$ cat src/assert_macros.svh
// Assertion macros for the RTL of the telemetry decoder.
`ifndef ASSERT_MACROS_SVH
`define ASSERT_MACROS_SVH

`ifndef SYNTHESIS

// Check an implication property on the rising clock, off while reset is low.
`define ASSERT_CLK(lbl, clk, rst_n, prop) \
    lbl: assert property (@(posedge clk) disable iff (!rst_n) prop) \
        else $error("assertion failed");

// Check that a condition never holds on the rising clock, off while reset is low.
`define ASSERT_NEVER(lbl, clk, rst_n, cond) \
    lbl: assert property (@(posedge clk) disable iff (!rst_n) !(cond)) \
        else $error("forbidden condition seen");

`else

`define ASSERT_CLK(lbl, clk, rst_n, prop)
`define ASSERT_NEVER(lbl, clk, rst_n, cond)

`endif

`endif

$ cat src/tdd_pkg.sv
// Shared types, widths and constants of the direct-format telemetry decoder.
`timescale 1ns / 1ps

package tdd_pkg;

    // Field widths
    localparam int FUNC_W = 3;
    localparam int RAW_W  = 16;
    localparam int VAL_W  = 38;
    localparam int RES_W  = 20;
    localparam int VIN_W  = 21;
    localparam int IIN_W  = 34;

    // Arithmetic widths
    localparam int K_W    = 40;   // largest scale factor 10^12
    localparam int NUM_W  = 57;   // signed Y*K + offset
    localparam int DVD_W  = 55;   // rounded dividend magnitude
    localparam int DEN_W  = 34;   // 9538 * (2^20 - 1)
    localparam int CNT_W  = 6;    // holds DVD_W
    localparam int E_W    = 55;   // V * I in microwatts
    localparam int P_W    = 48;   // reported power in microwatts
    localparam int CMP_W  = 60;

    // Channel codes
    localparam logic [FUNC_W-1:0] FUNC_VIN  = 3'd0;
    localparam logic [FUNC_W-1:0] FUNC_VOUT = 3'd1;
    localparam logic [FUNC_W-1:0] FUNC_IIN  = 3'd2;
    localparam logic [FUNC_W-1:0] FUNC_PIN  = 3'd3;
    localparam logic [FUNC_W-1:0] FUNC_TEMP = 3'd4;

    // Scale factors on Y
    localparam logic [K_W-1:0] K_VOLT = 40'd100000;
    localparam logic [K_W-1:0] K_CURR = 40'd100000000000;
    localparam logic [K_W-1:0] K_POW  = 40'd1000000000000;
    localparam logic [K_W-1:0] K_TEMP = 40'd5000;
    localparam logic signed [NUM_W-1:0] B_TEMP = -57'sd1605000;

    // Divisors and resistor gains
    localparam logic [DEN_W-1:0] DEN_VOLT = 34'd5251;
    localparam logic [DEN_W-1:0] DEN_TEMP = 34'd7;
    localparam logic [DEN_W-1:0] DEN_ONE  = 34'd1;
    localparam logic [DEN_W-1:0] G_CURR   = 34'd9538;
    localparam logic [DEN_W-1:0] G_POW    = 34'd4901;

    localparam logic [RES_W-1:0] RES_RESET = 20'd100000;
    localparam logic [RES_W-1:0] RES_ONE   = 20'd1;

    localparam logic signed [E_W-1:0] E_MIN   = 55'sd100000;
    localparam logic signed [P_W-1:0] P_SCALE = 48'sd1000;

    // Status of the bit-serial divider
    typedef struct packed {
        logic busy;
        logic done;
    } t_div_stat;

endpackage

$ cat src/tdd_bitdiv.sv
// Restoring divider that produces one quotient bit per cycle.
`timescale 1ns / 1ps

module tdd_bitdiv (
    input  logic                           i_clk,
    input  logic                           i_rst_n,
    input  logic                           i_start,
    input  logic [tdd_pkg::DVD_W-1:0]      i_dividend,
    input  logic [tdd_pkg::DEN_W-1:0]      i_divisor,
    output logic [tdd_pkg::DVD_W-1:0]      o_quotient,
    output tdd_pkg::t_div_stat             o_stat
);

    logic [tdd_pkg::DVD_W-1:0] r_dvd, n_dvd;   // dividend bits out, quotient bits in
    logic [tdd_pkg::DEN_W-1:0] r_rem, n_rem;
    logic [tdd_pkg::DEN_W-1:0] r_den;
    logic [tdd_pkg::CNT_W-1:0] r_cnt;
    logic                      r_busy;
    logic                      r_done;
    logic [tdd_pkg::DEN_W:0]   w_trial;
    logic                      w_fits;

    // Shift the next dividend bit into the partial remainder and try a subtract.
    always_comb begin
        w_trial = {r_rem, r_dvd[tdd_pkg::DVD_W-1]};
        w_fits  = (w_trial >= {1'b0, r_den});
        n_rem   = w_fits ? tdd_pkg::DEN_W'(w_trial - {1'b0, r_den})
                         : tdd_pkg::DEN_W'(w_trial);
        n_dvd   = {r_dvd[tdd_pkg::DVD_W-2:0], w_fits};
    end

    always_ff @(posedge i_clk) begin
        if (!i_rst_n) begin
            r_busy <= 1'b0;
            r_done <= 1'b0;
            r_cnt  <= '0;
        end else if (i_start) begin
            r_busy <= 1'b1;
            r_done <= 1'b0;
            r_cnt  <= tdd_pkg::CNT_W'(tdd_pkg::DVD_W);
        end else if (r_busy) begin
            r_cnt <= r_cnt - 1'b1;
            if (r_cnt == tdd_pkg::CNT_W'(1)) begin
                r_busy <= 1'b0;
                r_done <= 1'b1;
            end
        end else begin
            r_done <= 1'b0;
        end
    end

    always_ff @(posedge i_clk) begin
        if (i_start) begin
            r_dvd <= i_dividend;
            r_rem <= '0;
            r_den <= i_divisor;
        end else if (r_busy) begin
            r_dvd <= n_dvd;
            r_rem <= n_rem;
        end
    end

    assign o_quotient  = r_dvd;
    assign o_stat.busy = r_busy;
    assign o_stat.done = r_done;

endmodule

$ cat config.mk
export PLATFORM = sky130hd
export DESIGN_NAME = tdd_bitdiv
export DESIGN_NICKNAME = d
export VERILOG_FILES = /design/src/assert_macros.svh /design/src/tdd_pkg.sv /design/src/tdd_bitdiv.sv
export SDC_FILE = /design/constraint.sdc
export NUM_CORES = 1
export LEC_CHECK = 0
export ABC_AREA = 0
export ABC_CLOCK_PERIOD_IN_PS = 3450
export BUFFER_PORTS_ARGS = -buffer_cell sky130_fd_sc_hd__buf_2
export CAP_MARGIN = 40
export CORE_ASPECT_RATIO = 2
export CORE_MARGIN = 1
export CORE_UTILIZATION = 25
export DETAILED_ROUTE_END_ITERATION = 8
export GPL_ROUTABILITY_DRIVEN = 1
export PLACE_DENSITY = 0.54
export SYNTH_ARGS = -nofsm -noshare
export SYNTH_HDL_FRONTEND = slang
export SYNTH_SLANG_ARGS = --single-unit
$ cat constraint.sdc
create_clock -name i_clk -period 3.45 [get_ports i_clk]
set_clock_uncertainty 0.15 [all_clocks]
set_input_delay 0 -clock i_clk [delete_from_list [all_inputs] [get_ports i_clk]]
set_output_delay 0 -clock i_clk [all_outputs]
set_load 0.01 [all_outputs]
# Yosys cells after proc, flatten, opt, wreduce, memory -nomap -nowiden

Cells that the tools add are included.

$add $sub $neg: 2
Multiply operators: 0
Divide/modulo/power cells: 0
$lt $le $gt $ge: 1
Equal/unequal tests: 1
Shift-type cells: 0
Mux-type cells: 8
Bitwise logic cells: 2
Reduce and logical (&&, ||, !) cells: 3

Operator list:

| cell                  | count |
|---|---|
| $mux W55              | 2 |
| $ge A35 B34 Y1        | 1 |
| $mux W34              | 1 |
| $sub A34 B34 Y34      | 1 |
| $mux W6               | 2 |
| $eq A6 B1 Y1 const B  | 1 |
| $sub A6 B1 Y6 const B | 1 |
| $mux W1               | 3 |
| $reduce_or A3 Y1      | 1 |
| $not A1 Y1            | 2 |
| $reduce_bool A2 Y1    | 1 |
| $reduce_or A2 Y1      | 1 |

Register bits after elaboration: 131
Latch bits: 0
RAM bits: 0
Bits in read-only memories: 0
Bits of input ports: 92
Word-level logic and storage cells: 24
Memories kept: 0

# Depth between registers and ports, before layout

Gate-level depths: netlist (run 1).

Depth after elaboration: 4
Gate-level depth with buffers: 13
Depth with buffers taken out: 12

# Least setup slack after synthesis (run 1)

OpenSTA, ideal clock, no wires.

Path type: register to register
Start: reg r_dvd (netlist bit o_quotient[54])
End: reg r_rem[26] (netlist bit)
Arrival: 2,925 ps
Required time: 3,184 ps
Slack: 259 ps
Stages on the path, launching flop included: 13
Clock period less this slack: 3,191 ps
Cell sequence: edfxtp_1 > inv_1 > ha_1 > inv_1 > fa_1 > a21o_1 > a221o_1 > a311oi_2 > o21a_2 > nor4b_1 > o21ai_1 > or3b_1 > a31o_1

Cells in the longest elaborated chain, start to end: 2
Elaborated cells between the ends (all ways): 3

RTL lines:

| element                                                   | RTL line                           | text |
|---|---|---|
| start: declaration                                        | tdd_bitdiv.sv:14                   | `logic [tdd_pkg::DVD_W-1:0] r_dvd, n_dvd;` |
| start signal: assignment                                  | tdd_bitdiv.sv:54                   | `r_dvd <= i_dividend;` |
| start signal: assignment                                  | tdd_bitdiv.sv:58                   | `r_dvd <= n_dvd;` |
| $sub A34 B34 Y34 / $ge A35 B34 Y1 (equally long branches) | tdd_bitdiv.sv:27, tdd_bitdiv.sv:26 |  |
| $mux W34 *                                                | tdd_bitdiv.sv:27                   | `n_rem = w_fits ? tdd_pkg::DEN_W'(w_trial - {1'b0, r_den})` |
| end signal: assignment                                    | tdd_bitdiv.sv:59                   | `r_rem <= n_rem;` |
| end: declaration                                          | tdd_bitdiv.sv:15                   | `logic [tdd_pkg::DEN_W-1:0] r_rem, n_rem;` |

Every way passes the cells marked *; elsewhere a longest branch is shown, timed or not.
A chain may end at the register's enable or synchronous reset.

# Final worst setup path (run 1)

Same ends and word-level chain as after synthesis.

==> results by group, run 1 <==
Outcome
  – Run status: complete, no violations

Logic synthesis
  – Cell type contributing the most total cell area after synthesis: edfxtp_1
  – Post-synthesis cell count: roughly 670
  – Yosys reg bits: around 130
  – Async set-or-reset flop fraction in the synthesized netlist: 0%
  – Top post-synthesis cells by area: edfxtp_1, dfxtp_1, mux2_2, ha_1, mux2i_1
  – Mean Syn Cell Area: 10.9 um^2
  – Share of the synthesized area in the top cell type: 36.3%
  – Mapped cell area: between 7000 and 8000 um^2
  – Warnings, synthesis: 0
  – Top FF cell, synth: edfxtp_1
  – Sequential area share after synthesis: 47.7%
  – EDFF count, synth: 89
  – Most common library cells after synthesis: edfxtp_1, mux2_2, inv_1, nand2_1, nor2_1
  – Most frequent cell after synthesis: edfxtp_1
  – Synthesized netlist net count: 802
  – Post-synthesis cell type count: 73

Final layout
  – Area occupied by registers: 3510 um^2
  – Final-stage net count: 1,058
  – Number of inserted filler cells in the final layout: 2,923
  – Fraction of layout cells with a size suffix above 1: slightly above 30%
  – Area delta synth->final: 38.6%
  – N_diodes: 0
  – Area used by multi-input combinational logic: 3510 um^2

Critical path
  – Maximum single-stage delay on the critical path: ~0.39 ns
  – Count of cells along the worst register-to-register path: 13
  – Crit-path slowest cell: edfxtp_1
  – Highest net fanout along the worst path: 3
  – Critical path startpoint category: register
  – Critical path required time: 3.63 ns
  – Critical path arrival: 3.43 ns
  – Worst setup path category: register to register
  – Slack of the worst reg-to-reg path: roughly 0.20 ns
  – Cell breakdown of the critical path: inv_2 -> ha_2 -> inv_1 -> fa_2 -> a21o_1 -> a221o_1 -> a311oi_2 -> buf_4 -> o21a_2 -> nor4b_1 -> o21ai_1 -> or3b_1 -> a31o_1
  – Critical path capture point type: register

Global route
  – Antenna violations before repair: 0
  – First-pass GRT wire length: roughly 32,000 um
  – Vias in the first global route: 6,583
  – Pin count of the biggest net entering global routing: 81
  – Overall fraction of global-route tracks in use: between 10% and 20%
  – Total congestion overflow: 0

Routing
  – Number of DRC violations after detailed-routing iteration 0: approximately 140
  – Number of antenna-violating nets in the routed design: 0
  – Number of vias per cell after detailed routing: 4.70
  – DRC violation count after routing: 0
  – First-pass iteration count of the detailed router: 4
  – DR WL/cell: 15.8 um
  – Final wirelength: 20,500 um
  – Vias: just over 6,000

Die
  – Height of the die: about 240 um
  – Overall die area: 30,200 um^2
  – Effective utilization at floorplan: approximately 26%
  – Number of core rows: 88
  – Boundary pin count: 149
  – Core area: 28,800 um^2
  – Chip width: 123 um

Timing
  – Final number of max-transition violations: 0
  – RSZ-0062 raised after global routing: false
  – Max Clock Freq: 308 MHz
  – Total negative slack: 0 ns
  – Slew HR: 49.8%
  – Final hold violations: 0
  – Crit share post-route: 94.2%
  – Pin slew with the least headroom to its limit: around 0.75 ns
  – Min Tclk post-route: 3.25 ns
  – Count of final setup violators: 0

Job
  – Max-Cap Viols: 0

Placed design
  – DP HPWL: 15,000 um
  – Final weighted congestion of routability-driven global placement: ~0.86
  – Count of input and output buffers: 148

Clocking
  – Total clock buffers created by CTS: 17
  – Clock tree from TritonCTS: built
  – Clock latency on the worst-skew pair: 0.44 ns
  – CTS root buffer: clkbuf_16
  – Clk pin slew, worst setup/hold paths: roughly 0.060 ns
  – Number of levels the H-tree was split into: 4
  – Number of sinks driven by the clock tree: 131
  – Clock buffer depth: 2

Pwr
  – Combinational power share: 22.8%
  – Relative contribution of the clock network to total power: 38.5%
  – Switching pwr: 1.43 mW
  – Maximum vdd ir drop: approximately 0.00042 V
  – Post-route total power: 4.96 mW
  – Leak pwr: 4.21 nW
  – Fraction of power spent switching nets: approximately 29%
  – Sequential power share: 38.7%
  – Power per unit of standard cell area: around 500 nW/um^2
  – Internal power component: 3.53 mW

Worst hold path
  – Tightest Hold Check Type: input port to register
  – Hold Path Cell Cnt: 2
[per-layer routing]
metal | global-route usage (%) | up-vias | share of wire, %
met3 | 3.00 | 59 | 3.4
met4 | 10.7 | 0 | 6.0
li1 | - | 3015 | -
met5 | 0 | - | 0
met2 | 28.1 | 152 | 58
met1 | 11.9 | 2896 | 33
[worst paths after layout]
check                                 end            from
worst min-delay path            r_den[19]   i_divisor[19]
worst min register to register     r_done          r_done
worst max-delay path            r_rem[26]  o_quotient[54]
worst max register to register  r_rem[26]  o_quotient[54]
[stage by stage]
step / util [%] / setup slack [ns] / instances / area [um^2] / hold slack (ns)
finish: 35.4 / 0.200 / 1302 / 10200 / 0.116
global route: 35.4 / 0.00630 / 1302 / 10200 / 0.0959
CTS: 35.2 / 0.00804 / 1298 / 10100 / 0.0799
detailed placement: 29.8 / 0.0253 / 1175 / 8610 / 0.0282
global placement: 29.8 / 0.0944 / 1174 / 8600 / 0.0265
floorplan: - / 0.259 / 673 / 7360 / -0.0511
[sequential cells by signal, summed over array words and instances (netlist names)]
| name | cells |
|---|---|
| o_quotient | 55 |
| r_den | 34 |
| r_rem | 34 |
| r_cnt | 6 |
| r_busy | 1 |
| r_done | 1 |
[power by group through the flow]
stage	combinational (mW)	sequential (mW)	clock [mW]
after floorplan	0.641	1.97	0
after global placement	1.03	1.95	0
after detailed placement	1.04	1.95	0
after CTS	1.12	1.92	1.98
after global routing	1.24	1.94	2.04
final	1.13	1.92	1.91
[timing repair]
item                                    4_1_cts  5_1_grt
hold endpoints to repair                    114        0
hold buffers                                 91        0
setup buffers                                 0        4
resized for setup                             0        5
endpoints found under the setup margin        0       13
[cell families (layout without fill, tap and decap cells)]
logic type / count (synthesis) / after routing / synth area share [%]
buffers and inverters: 81 / 350 / 4.79
multiplexers: 76 / 76 / 11.3
flip-flops: 131 / 131 / 47.7
AO/OA/AOI/OAI: 154 / 154 / 15.3
XOR/XNOR: 29 / 29 / 3.45
adder cells (fa/ha/maj): 37 / 37 / 6.39
AND/OR/NAND/NOR: 165 / 165 / 11.0
[cell usage in the layout (no fill, tap or decap), types with 17 or more instances in the layout]
master and count:
edfxtp_1 89, clkbuf_16 17, dlygate4sd3_1 91, buf_2 147, a211oi_1 22, a21oi_1 31
mux2i_1 19, dfxtp_1 41, nand2_1 47, mux2_2 56, buf_4 29, inv_1 46
nor2_1 46, ha_1 35, o21ai_0 24, xnor2_1 19
[critical path: cells and delay by family, from the launching register on]
kind	cells	cell delay, ns
flops	1	0.39
compound gates	6	1.35
simple gates	2	0.41
fa+ha+maj	2	0.54
buf+inv	3	0.31
[final cells by class]
type,instances,area share (%)
clock inverter,15,1.91
sequential,131,34.4
inverter,48,1.77
tap,360,4.42
timing repair buffer,270,18.9
clock buffer,17,4.17
multi-input combinational,461,34.4
(Power assumes the default switching activity.)
==> inputs of run 2 (changes only) <==
Settings changed: RECOVER_POWER set to 50, TNS_END_PERCENT set to 10.
==> run 2 against run 1 <==
Compared with the run above: the flow now finishes with violations (max-capacitance violations, max-slew violations); sequential share of layout area up 0.35 points; cell area down 1.0%; flip-flop and latch count unchanged.
==> results by group, run 2 (synthesized netlist as in run 1, its figures left out) <==
Outcome
  – Run status: finished, violations left
  – Violations in the final reports: max-capacitance violations, max-slew violations

Critical path
  – Critical path arrival: 3.43 ns
  – Maximum single-stage delay on the critical path: 0.39 ns
  – Worst setup path category: register to register
  – Highest net fanout along the worst path: 3
  – Count of cells along the worst register-to-register path: 13
  – Critical path startpoint category: register
  – Critical path required time: 3.63 ns
  – Slack of the worst reg-to-reg path: approximately 0.20 ns
  – Capture instance of the worst register-to-register path: r_rem[26]
  – Crit-path slowest cell: edfxtp_1
  – Crit Reg-Reg Startpoint: o_quotient[54]
  – Cell breakdown of the critical path: inv_2 -> ha_2 -> inv_1 -> fa_2 -> a21o_1 -> a221o_1 -> a311oi_2 -> buf_4 -> o21a_2 -> nor4b_1 -> o21ai_1 -> or3b_1 -> a31o_1
  – Critical path capture point type: register

Timing
  – Count of final setup violators: 0
  – Pin slew with the least headroom to its limit: 1.94 ns
  – Crit share post-route: 94.2%
  – Slew HR: -29.3%
  – RSZ-0062 raised after global routing: false
  – Final number of max-transition violations: between 80 and 90
  – Final hold violations: 0
  – Worst Slack Setup Final: 0.199 ns
  – Total negative slack: 0 ns
  – Hold Slack: ~0.12 ns
  – Max Clock Freq: 308 MHz
  – Min Tclk post-route: 3.25 ns

Pwr
  – Fraction of power spent switching nets: 29.0%
  – Internal power component: 3.51 mW
  – Relative contribution of the clock network to total power: 38.7%
  – Leak pwr: slightly above 4 nW
  – Combinational power share: 22.4%
  – Maximum vdd ir drop: about 0.00042 V
  – Power per unit of standard cell area: 489 nW/um^2
  – Sequential power share: roughly two fifths
  – Switching pwr: about 1.4 mW

Routing
  – Number of DRC violations after detailed-routing iteration 0: 167
  – Vias: approximately 6,000
  – Top sig layer: met4
  – DRC violation count after routing: 0
  – First-pass iteration count of the detailed router: 5
  – Wire length on met3: roughly 660 um
  – DR WL/cell: 15.7 um
  – Final wirelength: 20,500 um
  – Met2 Routed Length: 11,900 um
  – Number of vias per cell after detailed routing: about 4.7
  – Wl on met1: between 6000 and 7000 um
  – Number of antenna-violating nets in the routed design: 0

Final layout
  – Most used cells in the layout excluding fill and tap cells: dlygate4sd3_1, buf_2, edfxtp_1, clkbuf_1, mux2_2
  – Post-route cell area: 10,100 um^2
  – Fraction of layout cells with a size suffix above 1: 24.1%
  – Most common cell after layout, fill and taps aside: dlygate4sd3_1
  – Area delta synth->final: 37.2%
  – Max reg flops: 55
  – N_diodes: 0
  – Final-stage net count: 1,058

Worst hold path
  – Hold_sp: i_divisor[19]
  – Hold Crit Endpoint: r_den[19]
  – Tightest Hold Check Type: input port to register
  – Hold Path Cell Cnt: 2

Global route
  – Antenna violations before repair: 0
  – Overall fraction of global-route tracks in use: 14.3%
  – Total congestion overflow: 0
  – Pin count of the biggest net entering global routing: 81
  – Vias in the first global route: 6,583
  – First-pass GRT wire length: 32,100 um

Clocking
  – CTS root buffer: clkbuf_16
  – Total clock buffers created by CTS: 17
  – Clk pin slew, worst setup/hold paths: 0.06 ns
  – Clock buffer depth: 2
  – Clock tree from TritonCTS: built
  – Number of sinks driven by the clock tree: 131
  – Number of levels the H-tree was split into: 4
  – Clock latency on the worst-skew pair: 0.44 ns

Placed design
  – Count of input and output buffers: 148
  – DP HPWL: between 10,000 and 15,000 um
  – Post-Place Cell Area: 8610 um^2
  – Final weighted congestion of routability-driven global placement: 0.860
  – Pre-CTS setup slack: 0.0253 ns

Die
  – Effective utilization at floorplan: ~26%
  – Boundary pin count: 149
  – Number of core rows: between 80 and 90
  – Chip width: 123 um
  – Overall die area: between 30,000 and 40,000 um^2
  – Height of the die: around 240 um
  – Core area: around 29,000 um^2

Job
  – Max-Cap Viols: 1
[run 2: cell types whose count changed in the layout (fill, tap and decap cells not counted)]
cell	change
buf_12	-1
mux2_2	-1
clkbuf_1	+60
clkbuf_2	+1
buf_4	-2
mux2_1	+1
buf_2	-58
a21oi_2	+1
a21oi_4	-1
[run 2: timing repair]
action / CTS / global route
endpoints found under the hold margin: 114 / 0
gates resized for setup: 0 / 4
buffers inserted: 0 / 4
setup endpoints to repair: 0 / 13
hold buffers: 91 / 0
[run 2: power by group through the flow]
stage          registers, mW  clock network (mW)  logic [mW]
6_report                1.92                1.91        1.11
5_1_grt                 1.94                2.04        1.21
4_1_cts                 1.92                1.98        1.12
3_5_place_dp            1.95                   0        1.04
3_3_place_gp            1.95                   0        1.03
2_1_floorplan           1.97                   0       0.641
[run 2: worst max path at each step]
stage / from / end / cells after the start / slack [ns]
finish: o_quotient[54] / r_rem[26] / 13 / 0.20
global route: o_quotient[54] / r_rem[26] / 13 / 0.002
CTS: o_quotient[54] / r_rem[26] / 13 / 0.008
detailed placement: o_quotient[54] / r_rem[26] / 13 / 0.03
global placement: o_quotient[54] / r_rem[26] / 13 / 0.09
floorplan: o_quotient[54] / r_rem[26] / 12 / 0.26
[run 2: critical path: cells and delay by family, from the launching register on]
kind	cells	cell delay (ns)
flops	1	0.39
buf+inv	3	0.31
fa+ha+maj	2	0.54
compound gates	6	1.35
simple gates	2	0.41
[run 2: metrics by stage]
stage	std cells	util, %	total power [mW]
detailed placement	1175	29.8	2.99
global placement	1174	29.8	2.98
global route	1302	35.0	5.19
CTS	1298	35.2	5.02
floorplan	673	-	2.61
finish	1302	35.0	4.94
[run 2: area by class of cell]
cell class / count / area, um^2
clock buffer: 17 / 425
clock inverter: 15 / 195
fill: 2956 / 18700
inverter: 48 / 180
multi-input combinational: 461 / 3500
sequential: 131 / 3510
tap: 360 / 450
timing repair buffer: 270 / 1830
[run 2: layer usage]
metal,vias up,global-route usage (%)
li1,3015,-
met1,2914,11.9
met2,153,28.1
met3,56,3.00
met4,0,10.7
met5,-,0
